--- src/rtl/gauge_needle_stepper_control_assert.svh ---
// ----------------------------------------------------------------------------
// Gauge needle stepper control assertion macros
// Shared concurrent assertion forms, sampled on clk_i and disabled in reset.
// ----------------------------------------------------------------------------
`ifndef GAUGE_NEEDLE_STEPPER_CONTROL_ASSERT_SVH
`define GAUGE_NEEDLE_STEPPER_CONTROL_ASSERT_SVH

// The consequent must hold in the same cycle as the antecedent.
`define GNSC_ASSERT_SAME(lbl, ante, cons, msg) \
  lbl: assert property (@(posedge clk_i) disable iff (!rst_ni) (ante) |-> (cons)) \
    else $error(msg);

// The consequent must hold in the cycle after the antecedent.
`define GNSC_ASSERT_NEXT(lbl, ante, cons, msg) \
  lbl: assert property (@(posedge clk_i) disable iff (!rst_ni) (ante) |=> (cons)) \
    else $error(msg);

`endif

--- src/rtl/gnsc_pkg.sv ---
// ----------------------------------------------------------------------------
// Gauge needle stepper control package
// Payload, configuration and result types with their reset constants.
// ----------------------------------------------------------------------------
package gnsc_pkg;

  localparam int unsigned CFG_IDX_W  = 2;
  localparam int unsigned CFG_DATA_W = 10;

  typedef enum logic [CFG_IDX_W-1:0] {
    CFG_STEP_DIVIDER   = 2'd0,
    CFG_SETPOINT_LIMIT = 2'd1,
    CFG_BLINK_PERIOD   = 2'd2,
    CFG_BLINK_ON_TIME  = 2'd3
  } cfg_reg_e;

  localparam logic [7:0] STEP_DIVIDER_RST   = 8'd5;
  localparam logic [9:0] SETPOINT_LIMIT_RST = 10'd240;
  localparam logic [7:0] BLINK_PERIOD_RST   = 8'd199;
  localparam logic [7:0] BLINK_ON_TIME_RST  = 8'd100;
  localparam logic [9:0] SETPOINT_MAX       = 10'd999;

  typedef struct packed {
    logic              sw1_on;
    logic              sw2_on;
    logic signed [7:0] clicks;
  } in_t;

  typedef struct packed {
    logic        coil_a;
    logic        coil_b;
    logic [10:0] needle_angle;
    logic [9:0]  setpoint_value;
    logic [3:0]  digit_hundreds;
    logic [3:0]  digit_tens;
    logic [3:0]  digit_ones;
    logic        led_on;
  } out_t;

  typedef struct packed {
    logic [7:0] step_divider;
    logic [9:0] setpoint_limit;
    logic [7:0] blink_period;
    logic [7:0] blink_on_time;
  } cfg_t;

  typedef struct packed {
    logic        coil_a;
    logic        coil_b;
    logic [10:0] needle_angle;
    logic [9:0]  setpoint_value;
    logic        led_on;
  } res_t;

endpackage

--- src/rtl/gnsc_digits.sv ---
// ----------------------------------------------------------------------------
// Gauge needle stepper control decimal split
// Splits a value up to 999 into hundreds, tens and ones by reciprocal multiply.
// ----------------------------------------------------------------------------
module gnsc_digits (
  input  logic [9:0] value_i,
  output logic [3:0] hundreds_o,
  output logic [3:0] tens_o,
  output logic [3:0] ones_o
);

  logic [15:0] hund_prod;
  logic [9:0]  hund_sub;
  logic [9:0]  rem_full;
  logic [6:0]  rem;
  logic [14:0] tens_prod;
  logic [6:0]  tens_sub;

  always_comb begin
    hund_prod  = {6'd0, value_i} * 16'd41;
    hundreds_o = hund_prod[15:12];
    hund_sub   = {6'd0, hundreds_o} * 10'd100;
    rem_full   = value_i - hund_sub;
    rem        = rem_full[6:0];
    tens_prod  = {8'd0, rem} * 15'd205;
    tens_o     = tens_prod[14:11];
    tens_sub   = {3'd0, tens_o} * 7'd10;
    ones_o     = 4'(rem - tens_sub);
  end

endmodule

--- src/rtl/gnsc_tick.sv ---
// ----------------------------------------------------------------------------
// Gauge needle stepper control tick engine
// Holds the setpoint, needle, move timer and blink counter, and works out
// one tick's result from the registered input item.
// ----------------------------------------------------------------------------
module gnsc_tick (
  input  logic          clk_i,
  input  logic          rst_ni,
  input  logic          step_i,
  input  gnsc_pkg::in_t  item_i,
  input  gnsc_pkg::cfg_t cfg_i,
  output gnsc_pkg::res_t res_o
);

  import gnsc_pkg::*;

  logic [9:0]         setpoint_q, setpoint_d;
  logic [10:0]        needle_q, needle_d;
  logic [7:0]         move_timer_q, move_timer_d;
  logic [7:0]         blink_count_q, blink_count_d;
  logic [10:0]        target;
  logic [9:0]         limit;
  logic signed [11:0] sum;
  logic               led;

  always_ff @(posedge clk_i or negedge rst_ni) begin
    if (!rst_ni) begin
      setpoint_q    <= '0;
      needle_q      <= '0;
      move_timer_q  <= '0;
      blink_count_q <= BLINK_PERIOD_RST;
    end else if (step_i) begin
      setpoint_q    <= setpoint_d;
      needle_q      <= needle_d;
      move_timer_q  <= move_timer_d;
      blink_count_q <= blink_count_d;
    end
  end

  always_comb begin
    target = (item_i.sw1_on && !item_i.sw2_on) ? {setpoint_q, 1'b0} : '0;

    needle_d = needle_q;
    if (move_timer_q < cfg_i.step_divider) begin
      move_timer_d = move_timer_q + 8'd1;
    end else begin
      move_timer_d = '0;
      if (target > needle_q) begin
        needle_d = needle_q + 11'd1;
      end else if (target < needle_q) begin
        needle_d = needle_q - 11'd1;
      end
    end

    if (!item_i.sw1_on) begin
      blink_count_d = cfg_i.blink_period;
      led           = 1'b0;
    end else begin
      if (blink_count_q < cfg_i.blink_period) begin
        blink_count_d = blink_count_q + 8'd1;
      end else begin
        blink_count_d = '0;
      end
      led = (blink_count_d < cfg_i.blink_on_time);
    end

    limit = (cfg_i.setpoint_limit > SETPOINT_MAX) ? SETPOINT_MAX : cfg_i.setpoint_limit;
    sum   = $signed({2'b00, setpoint_q}) + $signed({{4{item_i.clicks[7]}}, item_i.clicks});
    if (sum[11]) begin
      setpoint_d = '0;
    end else if (sum[10:0] > {1'b0, limit}) begin
      setpoint_d = limit;
    end else begin
      setpoint_d = sum[9:0];
    end

    res_o.coil_a         = needle_d[1];
    res_o.coil_b         = needle_d[1] ^ needle_d[0];
    res_o.needle_angle   = needle_d;
    res_o.setpoint_value = setpoint_d;
    res_o.led_on         = led;
  end

endmodule

--- src/rtl/gauge_needle_stepper_control.sv ---
// ----------------------------------------------------------------------------
// Gauge needle stepper control
// One item per 5 ms tick: setpoint adjust and clamp, needle stepping toward
// its target, stepper phase lines, decimal digits and a blink LED.
// ----------------------------------------------------------------------------
// The input channel takes one tick item (switch states and signed encoder
// clicks) on each edge with in_valid_i high and in_stall_o low; the item
// lands in an input register. When the output register is free or being
// emptied, the tick state is updated and the result is written to the
// output register, which is offered on out_valid_o / out_data_o until a
// transfer with out_stall_i low. One item is taken every cycle while the
// receiver keeps up. Because the input and output registers are separate,
// a new item is still taken while a result waits; a second one is held off
// only while both registers are full.
// The configuration port writes one register per cycle with cfg_we_i and
// should be used only while the block is idle.
// Reset clears both valid flags, the setpoint, needle and move timer, loads
// the blink counter with its period and the registers with their defaults.
// ----------------------------------------------------------------------------
module gauge_needle_stepper_control (
  input  logic                                clk_i,
  input  logic                                rst_ni,
  input  logic                                in_valid_i,
  output logic                                in_stall_o,
  input  gnsc_pkg::in_t                       in_data_i,
  output logic                                out_valid_o,
  input  logic                                out_stall_i,
  output gnsc_pkg::out_t                      out_data_o,
  input  logic                                cfg_we_i,
  input  logic [gnsc_pkg::CFG_IDX_W-1:0]      cfg_idx_i,
  input  logic [gnsc_pkg::CFG_DATA_W-1:0]     cfg_wdata_i
);

  import gnsc_pkg::*;

`include "gauge_needle_stepper_control_assert.svh"

  logic in_valid_q;
  in_t  in_data_q;
  logic out_valid_q;
  res_t res_q;
  res_t res_d;
  cfg_t cfg_q;
  logic advance;
  logic [3:0] hundreds, tens, ones;

  assign advance    = in_valid_q && (!out_valid_q || !out_stall_i);
  assign in_stall_o = in_valid_q && !advance;

  always_ff @(posedge clk_i or negedge rst_ni) begin
    if (!rst_ni) begin
      in_valid_q  <= 1'b0;
      out_valid_q <= 1'b0;
    end else begin
      if (!in_stall_o) begin
        in_valid_q <= in_valid_i;
      end
      if (advance) begin
        out_valid_q <= 1'b1;
      end else if (!out_stall_i) begin
        out_valid_q <= 1'b0;
      end
    end
  end

  always_ff @(posedge clk_i) begin
    if (in_valid_i && !in_stall_o) begin
      in_data_q <= in_data_i;
    end
    if (advance) begin
      res_q <= res_d;
    end
  end

  always_ff @(posedge clk_i or negedge rst_ni) begin
    if (!rst_ni) begin
      cfg_q.step_divider   <= STEP_DIVIDER_RST;
      cfg_q.setpoint_limit <= SETPOINT_LIMIT_RST;
      cfg_q.blink_period   <= BLINK_PERIOD_RST;
      cfg_q.blink_on_time  <= BLINK_ON_TIME_RST;
    end else if (cfg_we_i) begin
      unique case (cfg_reg_e'(cfg_idx_i))
        CFG_STEP_DIVIDER:   cfg_q.step_divider   <= cfg_wdata_i[7:0];
        CFG_SETPOINT_LIMIT: cfg_q.setpoint_limit <= cfg_wdata_i;
        CFG_BLINK_PERIOD:   cfg_q.blink_period   <= cfg_wdata_i[7:0];
        CFG_BLINK_ON_TIME:  cfg_q.blink_on_time  <= cfg_wdata_i[7:0];
      endcase
    end
  end

  gnsc_tick u_tick (
    .clk_i  (clk_i),
    .rst_ni (rst_ni),
    .step_i (advance),
    .item_i (in_data_q),
    .cfg_i  (cfg_q),
    .res_o  (res_d)
  );

  gnsc_digits u_digits (
    .value_i    (res_q.setpoint_value),
    .hundreds_o (hundreds),
    .tens_o     (tens),
    .ones_o     (ones)
  );

  assign out_valid_o = out_valid_q;

  always_comb begin
    out_data_o.coil_a         = res_q.coil_a;
    out_data_o.coil_b         = res_q.coil_b;
    out_data_o.needle_angle   = res_q.needle_angle;
    out_data_o.setpoint_value = res_q.setpoint_value;
    out_data_o.digit_hundreds = hundreds;
    out_data_o.digit_tens     = tens;
    out_data_o.digit_ones     = ones;
    out_data_o.led_on         = res_q.led_on;
  end

  `GNSC_ASSERT_SAME(a_setpoint_bound, out_valid_o, out_data_o.setpoint_value <= SETPOINT_MAX, "setpoint above 999")
  `GNSC_ASSERT_SAME(a_digits_decimal, out_valid_o, (out_data_o.digit_tens < 4'd10) && (out_data_o.digit_ones < 4'd10), "digit not decimal")
  `GNSC_ASSERT_SAME(a_stall_cause, in_stall_o, out_valid_o && out_stall_i && in_valid_q, "input stalled without a blocked result")
  `GNSC_ASSERT_NEXT(a_result_follows, advance, out_valid_o, "result not presented after a tick")

endmodule
--- config.mk ---
export PLATFORM = sky130hd
export DESIGN_NAME = gauge_needle_stepper_control
export DESIGN_NICKNAME = d
export VERILOG_FILES = /design/src/rtl/gnsc_pkg.sv /design/src/rtl/gnsc_digits.sv /design/src/rtl/gnsc_tick.sv /design/src/rtl/gauge_needle_stepper_control.sv
export VERILOG_INCLUDE_DIRS = /design/src /design/src/rtl
export SDC_FILE = /design/constraint.sdc
export NUM_CORES = 1
export LEC_CHECK = 0
export ABC_AREA = 1
export ABC_CLOCK_PERIOD_IN_PS = 11200
export BUFFER_PORTS_ARGS = -buffer_cell sky130_fd_sc_hd__buf_4
export CAP_MARGIN = 0
export CELL_PAD_IN_SITES_DETAIL_PLACEMENT = 2
export CELL_PAD_IN_SITES_GLOBAL_PLACEMENT = 2
export CORE_ASPECT_RATIO = 0.7
export CORE_MARGIN = 10
export CORE_UTILIZATION = 37
export CTS_CLUSTER_DIAMETER = 200
export DETAILED_ROUTE_END_ITERATION = 6
export PLACE_DENSITY = 0.91
export SYNTH_ARGS = -nofsm -noshare
export SYNTH_HDL_FRONTEND = slang
export SYNTH_SLANG_ARGS = --single-unit
--- constraint.sdc ---
create_clock -name clk_i -period 11.2 [get_ports clk_i]
set_input_delay 2.8 -clock clk_i [delete_from_list [all_inputs] [get_ports clk_i]]
set_output_delay 2.8 -clock clk_i [all_outputs]
set_load 0.02 [all_outputs]
==> flow_metrics.py, run 1 <==
metrics = {
    "sta": {
        "fmax_ghz": 0.0908,
        "worst_clock_skew_ns": 0.0164,
        "final-hold-violation-count": 0,
        "max_slew_margin": 0.473,
        "setup_violations": 0,
        "period_share": 0.984,
        "period_needed_ns": 11.02,
        "tightestPinTransition_ns": 0.791,
        "drv_slew": 0,
    },
    "global_route": {
        "grt_remaining_overflow": 0,
        "antenna_found_initial": 0,
        "grt_max_degree": 54,
        "grt_pass1_vias": 9169,
        "grt_pass1_wl_um": 53700,
        "grt_usage": 0.230,
    },
    "layout": {
        "final_area_sq_um": 9840,
        "antenna_cells": 0,
        "final-seq-area_sq_um": 2840,
        "multiInputGateArea_sq_um": 5070,
        "fillCellCount": 2581,
        "nets": 1299,
        "mostFrequentLayoutCells": "nand2_1, inv_1, ha_1",
        "drive_gt1_frac": 0.164,
        "fin_cells": 1446,
        "syn_to_final_growth_pct": 16.3,
        "final_common_cell": "nand2_1",
    },
    "floorplan": {
        "die_x_um": 201,
        "core_area_sq_um": 22600,
        "io_pins": 65,
        "chipHeight_um": 147,
        "initial_core_util": 0.375,
        "die-area_sq_um": 29400,
        "rows": 46,
    },
    "synth": {
        "netlist_area_sq_um": 8460,
        "synthCells": 1059,
        "synth_ff_type": "dfrtp_1",
        "yosysWarnings": 0,
        "synth_edf_count": 33,
        "synthArstFlopShare": 0.689,
        "ys_ff_latch": 106,
        "syn_nets": 1229,
        "ys_types": 45,
        "seq_area_frac_synth": 0.336,
        "syn_area_per_cell_sq_um": 7.99,
    },
    "route": {
        "drt-total-wl_um": 38900,
        "num_vias": 8257,
        "drtIter0Drc": 703,
        "detail_route.first_pass.iterations": 5,
        "vias_per_cell": 5.71,
        "routedWlPerCell_um": 26.9,
        "drtAntennaViolNets": 0,
        "drc": 0,
    },
    "setup_path": {
        "arrival_ns": 8.22,
        "cp-end-kind": "output pin",
        "critical_path_class": "flop to output pin",
        "cpMostUsedCell": "nand2_1",
        "r2r_cells": 20,
        "crit_slowest_cell": "edfxtp_1",
        "cp_max_fo": 3,
        "cp_data_required_time_ns": 8.40,
        "cp-start-kind": "flop",
        "cpPeakStageDelay_ns": 0.51,
    },
    "cts": {
        "htreeDepth": 3,
        "ctsHoldBuffers": 0,
        "numClockSinks": 106,
        "cts_tree": "done",
        "clk_pin_slew_ns": 0.09,
        "cts_buffers": 9,
        "clock_latency_ns": 0.39,
        "root_buffer": "clkbuf_16",
        "clock_path_buffers": 2,
    },
    "placement": {
        "dpl-instance-area_sq_um": 9240,
        "dpl.cell_count": 1418,
        "io_buffers": 64,
        "hpwl_um": 24200,
        "gp_congestion": 0.812,
    },
    "min_path": {
        "hp-class": "flop to flop",
        "min_path_cells": 2,
    },
    "run": {
        "cap_violations": 0,
    },
    "run_status": {
        "status": "completed",
    },
}
## final timing paths
path                                             startpoint                               to  slack, ns
min in group asynchronous                            rst_ni  u_tick.needle_q[10]$_DFFE_PN0P_       2.31
setup / recovery                   out_data_o[16]$_DFFE_PP_                    out_data_o[4]       0.18
setup reg to reg           u_tick.setpoint_q[0]$_DFFE_PN0P_         out_data_o[18]$_DFFE_PP_       6.40
max in group asynchronous                            rst_ni             cfg_q[7]$_DFFE_PN0P_       7.79
hold reg to reg                      in_valid_q$_DFFE_PN0N_          out_valid_o$_DFFE_PN0P_       0.49
hold / removal                       in_valid_q$_DFFE_PN0N_          out_valid_o$_DFFE_PN0P_       0.49
## cells in the mapped netlist (2+ instances only)
| cell | n | share of area |
|---|---|---|
| o21bai_1 | 3 | 0.0027 |
| o21ai_0 | 61 | 0.036 |
| a21oi_2 | 2 | 0.0021 |
| dfrtp_1 | 54 | 0.16 |
| and2_1 | 4 | 0.0030 |
| a21oi_1 | 51 | 0.030 |
| nor3_2 | 4 | 0.0047 |
| ha_1 | 128 | 0.19 |
| nand4_1 | 17 | 0.013 |
| edfxtp_1 | 33 | 0.12 |
| xor2_1 | 15 | 0.016 |
| a21o_1 | 2 | 0.0018 |
| or2_2 | 5 | 0.0037 |
| nand3b_1 | 3 | 0.0027 |
| a211oi_1 | 2 | 0.0018 |
| nor3_1 | 9 | 0.0053 |
| o31ai_1 | 2 | 0.0018 |
| nand3_2 | 6 | 0.0071 |
| inv_2 | 6 | 0.0027 |
| clkbuf_1 | 12 | 0.0053 |
| buf_2 | 2 | 0.0012 |
| xnor2_1 | 4 | 0.0041 |
| buf_4 | 3 | 0.0027 |
| inv_1 | 167 | 0.074 |
| o21ai_1 | 6 | 0.0035 |
| nor2_2 | 3 | 0.0022 |
| nor2_1 | 59 | 0.026 |
| or2_1 | 2 | 0.0015 |
| nand3_1 | 63 | 0.037 |
| dfstp_2 | 19 | 0.059 |
| nand2_1 | 259 | 0.11 |
| buf_6 | 3 | 0.0040 |
| nor3b_1 | 2 | 0.0018 |
| o21a_1 | 3 | 0.0027 |
| fa_1 | 15 | 0.035 |
| nand2_2 | 12 | 0.0089 |
| and3_1 | 10 | 0.0074 |
## state kept, by name (all words and copies together), names as in the netlist
signal and flops:
u_tick.needle_q 11, cfg_q 34, in_data_q 10, u_tick.blink_count_q 8, in_valid_q 1, out_valid_o 1
u_tick.setpoint_q 10, u_tick.move_timer_q 8, out_data_o 23
## logic make-up after synthesis
family | share of synthesized area
buf+inv | 0.0903
flops | 0.336
compound gates | 0.0874
simple gates | 0.242
fa+ha+maj | 0.225
xor+xnor | 0.0197
## layout make-up
type                            instances  area share
Multi-Input combinational cell        759       0.515
Sequential cell                       106       0.289
Inverter                              174      0.0664
Timing Repair Buffer                   79      0.0603
Tap cell                              312      0.0397
Clock buffer                            9      0.0229
Clock inverter                          7     0.00712
## timing repair
action | 4_1_cts | 5_1_grt
setup endpoints to repair | 1 | 2
pin swaps | 0 | 7
resized for setup | 4 | 28
setup buffers | 8 | 4
hold endpoints to repair | 0 | 0
## per-layer routing
layer  global-route usage  up-vias  part of all wire
li1                     -     3585                 -
met3               0.0338      122             0.048
met5                    0        -                 0
met2                0.406      310              0.49
met1                0.278     4240              0.42
met4               0.0861        0             0.044
## critical path, delay by kind of cell, from the launching register on
family | cells | cell delay (ns)
XOR/XNOR | 3 | 0.49
AO/OA/AOI/OAI | 3 | 0.55
AND/OR/NAND/NOR | 13 | 1.27
flip-flops | 1 | 0.51
adder cells (fa/ha/maj) | 13 | 4.43
buffers and inverters | 6 | 0.56
## stage by stage
stage / setup slack, ns / hold slack [ns] / util / TNS [ns]
6_report: 0.185 / 0.486 / 0.436 / 0
5_1_grt: -0.195 / 0.536 / 0.436 / -0.195
4_1_cts: 0.0315 / 0.496 / 0.426 / 0
3_5_place_dp: 0.266 / 0.484 / 0.410 / 0
3_3_place_gp: 0.920 / 0.460 / 0.410 / 0
2_1_floorplan: 0.636 / 0.448 / - / 0
Power of run 1 is not shown: default switching activity piles up to over one toggle a cycle in this logic, so the estimate is an artifact.
==> inputs of run 2 (changes only) <==
Settings changed: ABC_CLOCK_PERIOD_IN_PS 11200 to 13900, CORE_UTILIZATION 37 to 30, PLACE_DENSITY 0.91 to 0.78.
Clock period 11.2 ns to 13.9 ns, I/O delays scaled along.
==> flow_metrics.py, run 2 (same netlist as run 1, synthesis figures left out) <==
metrics = {
    "cts": {
        "post_cts_buffers": 0,
        "cts_tree": "done",
        "htreeDepth": 3,
        "post_cts_resized": 0,
        "numClockSinks": 106,
        "clock_path_buffers": 2,
        "ctsHoldBuffers": 0,
        "clk_pin_slew_ns": 0.07,
        "clock_latency_ns": 0.36,
        "root_buffer": "clkbuf_16",
        "cts_buffers": 9,
    },
    "route": {
        "vias_per_cell": 4.87,
        "num_vias": 7264,
        "drtAntennaViolNets": 0,
        "drc": 0,
        "routedWlPerCell_um": 17.4,
        "drtIter0Drc": 249,
        "detail_route.first_pass.iterations": 4,
        "drt-total-wl_um": 26000,
    },
    "sta": {
        "tightestPinTransition_ns": 1.18,
        "drv_slew": 0,
        "tns_ns": 0,
        "setup_violations": 0,
        "period_needed_ns": 11.87,
        "max_slew_margin": 0.215,
        "final-hold-violation-count": 0,
        "fmax_ghz": 0.0842,
        "worst_clock_skew_ns": 0.00898,
        "period_share": 0.854,
        "rsz0062_at_grt": "false",
    },
    "floorplan": {
        "die-area_sq_um": 35400,
        "die_x_um": 221,
        "io_pins": 65,
        "core_area_sq_um": 27800,
        "rows": 51,
        "chipHeight_um": 161,
        "initial_core_util": 0.304,
    },
    "global_route": {
        "grt_usage": 0.151,
        "grt_remaining_overflow": 0,
        "antenna_found_initial": 0,
        "grt_pass1_vias": 8193,
        "grt_max_degree": 59,
        "grt_pass1_wl_um": 43400,
    },
    "layout": {
        "top_register": "cfg_q",
        "fillCellCount": 3254,
        "top_regs": "cfg_q (34), out_data_o (23), u_tick.needle_q (11)",
        "multiInputGateArea_sq_um": 4860,
        "drive_gt1_frac": 0.127,
        "nets": 1286,
        "final_common_cell": "nand2_1",
        "mostFrequentLayoutCells": "nand2_1, inv_1, ha_1",
        "final-seq-area_sq_um": 2840,
        "largest_reg_flops": 34,
        "syn_to_final_growth_pct": 13.5,
        "antenna_cells": 0,
    },
    "setup_path": {
        "cp_num_buf_inv": 7,
        "crit_family": "adder cells",
        "cp-start-kind": "flop",
        "regToRegSetupSlack_ns": 10.20,
        "cpPeakStageDelay_ns": 0.55,
        "cp_data_required_time_ns": 10.43,
        "crit_slowest_cell": "edfxtp_1",
        "arrival_ns": 8.40,
        "critical_path_class": "flop to output pin",
        "cp_max_fo": 7,
        "cp-end-kind": "output pin",
        "cp_num_cells": 39,
        "r2r_cells": 20,
    },
    "run_status": {
        "status": "completed",
    },
    "min_path": {
        "min_path_cells": 2,
        "hp-class": "flop to flop",
    },
    "placement": {
        "gp_congestion": 0.781,
        "hpwl_um": 21000,
        "io_buffers": 64,
    },
    "run": {
        "cap_violations": 0,
    },
}
==> run 2: cell count changes in the layout (fill, tap and decap cells not counted), sizes merged <==
| cell | before | now |
|---|---|---|
| buf | 79 | 66 |
| clkinv | 3 | 2 |
| clkbuf | 9 | 10 |
| clkinvlp | 1 | 0 |
| inv | 177 | 178 |
==> run 2: per-stage QoR <==
stage / util / worst slack, ns / area [sq um] / instances / hold slack (ns)
after floorplan: - / 2.66 / 8460 / 1059 / 0.448
after global placement: 0.335 / 2.84 / 9310 / 1476 / 0.463
after detailed placement: 0.335 / 2.35 / 9310 / 1476 / 0.473
after CTS: 0.345 / 1.93 / 9600 / 1492 / 0.492
after global routing: 0.345 / 1.38 / 9600 / 1492 / 0.505
final: 0.345 / 2.03 / 9600 / 1492 / 0.486
==> run 2: path summary, 6_finish.rpt <==
path                                                   from                              to
min                                  in_valid_q$_DFFE_PN0N_         out_valid_o$_DFFE_PN0P_
min in group asynchronous                            rst_ni  u_tick.needle_q[9]$_DFFE_PN0P_
min reg2reg                          in_valid_q$_DFFE_PN0N_         out_valid_o$_DFFE_PN0P_
max in group asynchronous                            rst_ni           cfg_q[31]$_DFFE_PN0P_
max reg2reg                u_tick.setpoint_q[0]$_DFFE_PN0P_        out_data_o[14]$_DFFE_PP_
max                                out_data_o[14]$_DFFE_PP_                   out_data_o[4]
==> run 2: metal layers <==
metal	global-route usage	wire (um)	vias up	share of wire
li1	-	-	3565	-
met1	0.211	13200	3615	0.51
met2	0.244	11900	74	0.46
met3	0.0199	708	10	0.027
met4	0.0293	174	0	0.0067
met5	0	0	-	0
==> run 2: layout make-up <==
type / instances / share of cell area
repair buffers: 66 / 0.0516
well taps: 371 / 0.0483
flip-flops and latches: 106 / 0.296
clock buffers: 10 / 0.0261
inverters: 174 / 0.0680
clock inverters: 6 / 0.00456
multi-input cells: 759 / 0.506
==> run 2: worst register-to-register path, cell delays in order, from the launching register on <==
cell and delay, ns:
dfrtp_1 0.37, ha_1 0.20, inv_1 0.07, fa_1 0.45, o21ai_2 0.25, a21oi_1 0.11, xor2_1 0.19, inv_1 0.08
ha_1 0.32, nand2_1 0.08, nor2_1 0.13, nand2_1 0.07, nand2_1 0.06, nand2_1 0.04, nand2_1 0.06, nand2_1 0.05
nand2_1 0.05, nand2_1 0.26, nand2_2 0.30, nand2_1 0.09, and3_1 0.20
Power of run 2 is left out for the same reason.
==> inputs of run 3 (changes only) <==
Settings changed: BUFFER_PORTS_ARGS -buffer_cell sky130_fd_sc_hd__buf_4 to not set, DONT_BUFFER_PORTS set to 1, PLACE_DENSITY 0.78 to 0.75.
==> flow_metrics.py, run 3 (same netlist as run 1, synthesis figures left out) <==
metrics = {
    "route": {
        "vias_per_cell": 4.88,
        "drtIter0Drc": 318,
        "drc": 0,
        "num_vias": 6964,
        "detail_route.first_pass.iterations": 4,
        "drtAntennaViolNets": 0,
        "drt-total-wl_um": 26000,
        "routedWlPerCell_um": 18.2,
    },
    "placement": {
        "place_ws_ns": 1.59,
        "hpwl_um": 20900,
        "io_buffers": 0,
        "gp_congestion": 0.798,
    },
    "layout": {
        "antenna_cells": 0,
        "drive_gt1_frac": 0.0747,
        "final_common_cell": "nand2_1",
        "top_regs": "cfg_q (34), out_data_o (23), u_tick.needle_q (11)",
        "top_register": "cfg_q",
        "mostFrequentLayoutCells": "nand2_1, inv_1, ha_1",
        "nets": 1222,
        "syn_to_final_growth_pct": 8.16,
        "largest_reg_flops": 34,
    },
    "sta": {
        "setup_violations": 0,
        "period_needed_ns": 12.56,
        "tns_ns": 0,
        "final-hold-violation-count": 0,
        "tightestPinTransition_ns": 0.929,
        "fmax_ghz": 0.0796,
        "drv_slew": 0,
        "timing.final.ws_setup_ns": 1.34,
        "period_share": 0.904,
        "fin_hold_ws_ns": 0.492,
        "max_slew_margin": 0.377,
        "worst_clock_skew_ns": 0.00994,
        "rsz0062_at_grt": "false",
    },
    "cts": {
        "cts_tree": "done",
        "clock_path_buffers": 2,
        "htreeDepth": 3,
        "numClockSinks": 106,
        "ctsHoldBuffers": 0,
        "root_buffer": "clkbuf_16",
        "post_cts_resized": 0,
        "post_cts_buffers": 0,
        "cts_buffers": 9,
        "clock_latency_ns": 0.36,
        "clk_pin_slew_ns": 0.08,
    },
    "min_path": {
        "hp-class": "flop to flop",
        "min_path_cells": 2,
    },
    "setup_path": {
        "arrival_ns": 9.09,
        "cp_data_required_time_ns": 10.43,
        "cp_max_fo": 7,
        "cpPeakStageDelay_ns": 0.73,
        "critical_path_class": "flop to output pin",
        "cp-end-kind": "output pin",
        "cp-start-kind": "flop",
        "crit_slowest_cell": "a211oi_1",
        "cpMostUsedCell": "nand2_1",
        "r2r_cells": 20,
    },
    "floorplan": {
        "io_pins": 65,
        "rows": 51,
        "die_x_um": 221,
        "die-area_sq_um": 35400,
        "core_area_sq_um": 27800,
        "initial_core_util": 0.304,
        "chipHeight_um": 161,
    },
    "global_route": {
        "grt_remaining_overflow": 0,
        "grt_max_degree": 74,
        "grt_pass1_vias": 7837,
        "antenna_found_initial": 1,
        "grt_pass1_wl_um": 42700,
        "grt_usage": 0.150,
    },
    "run": {
        "cap_violations": 0,
    },
    "run_status": {
        "status": "completed",
    },
}
run 3: changes by cell type in the layout (fill, tap and decap cells not counted):
cell | before | now
buf_4 | 66 | 2
clkbuf_16 | 10 | 11
clkbuf_8 | 0 | 1
clkinv_1 | 1 | 0
inv_4 | 1 | 0
run 3: layer usage:
layer,track usage,up-vias,part of all wire
met2,0.240,56,0.45
met1,0.211,3465,0.51
li1,-,3430,-
met3,0.0282,11,0.027
met4,0.0182,2,0.0056
met5,0,-,0.00050
run 3: critical path: cells and delay by family (launching register included):
family          cells  cell delay (ns)
compound gates      6             1.56
simple gates       12             1.00
buf+inv             5             0.34
flops               1             0.60
fa+ha+maj          12             4.17
xor+xnor            3             1.04
run 3: final timing paths:
kind / start / to / slack, ns
min in group asynchronous: rst_ni / u_tick.needle_q[9]$_DFFE_PN0P_ / 2.81
max in group asynchronous: rst_ni / cfg_q[2]$_DFFE_PN1P_ / 10.85
max reg2reg: in_data_q[0]$_DFFE_PP_ / out_data_o[22]$_DFFE_PP_ / 10.14
min reg2reg: u_tick.blink_count_q[7]$_DFFE_PN1P_ / u_tick.blink_count_q[7]$_DFFE_PN1P_ / 0.49
min: u_tick.blink_count_q[7]$_DFFE_PN1P_ / u_tick.blink_count_q[7]$_DFFE_PN1P_ / 0.49
max: out_data_o[16]$_DFFE_PP_ / out_data_o[4] / 1.34
run 3: area by class of cell:
class | instances | area [sq um]
sequential | 106 | 2840
tap | 371 | 464
fill | 3262 | 18700
clock inverter | 4 | 33.8
timing repair buffer | 2 | 15.0
clock buffer | 12 | 289
inverter | 174 | 653
multi-input combinational | 759 | 4860
run 3: per-stage QoR:
step | cell area [sq um] | std cells | util
finish | 9150 | 1428 | 0.329
global route | 9150 | 1428 | 0.329
CTS | 9150 | 1428 | 0.329
detailed placement | 8830 | 1412 | 0.317
global placement | 8830 | 1412 | 0.317
floorplan | 8460 | 1059 | -
Power of run 3 is left out for the same reason.
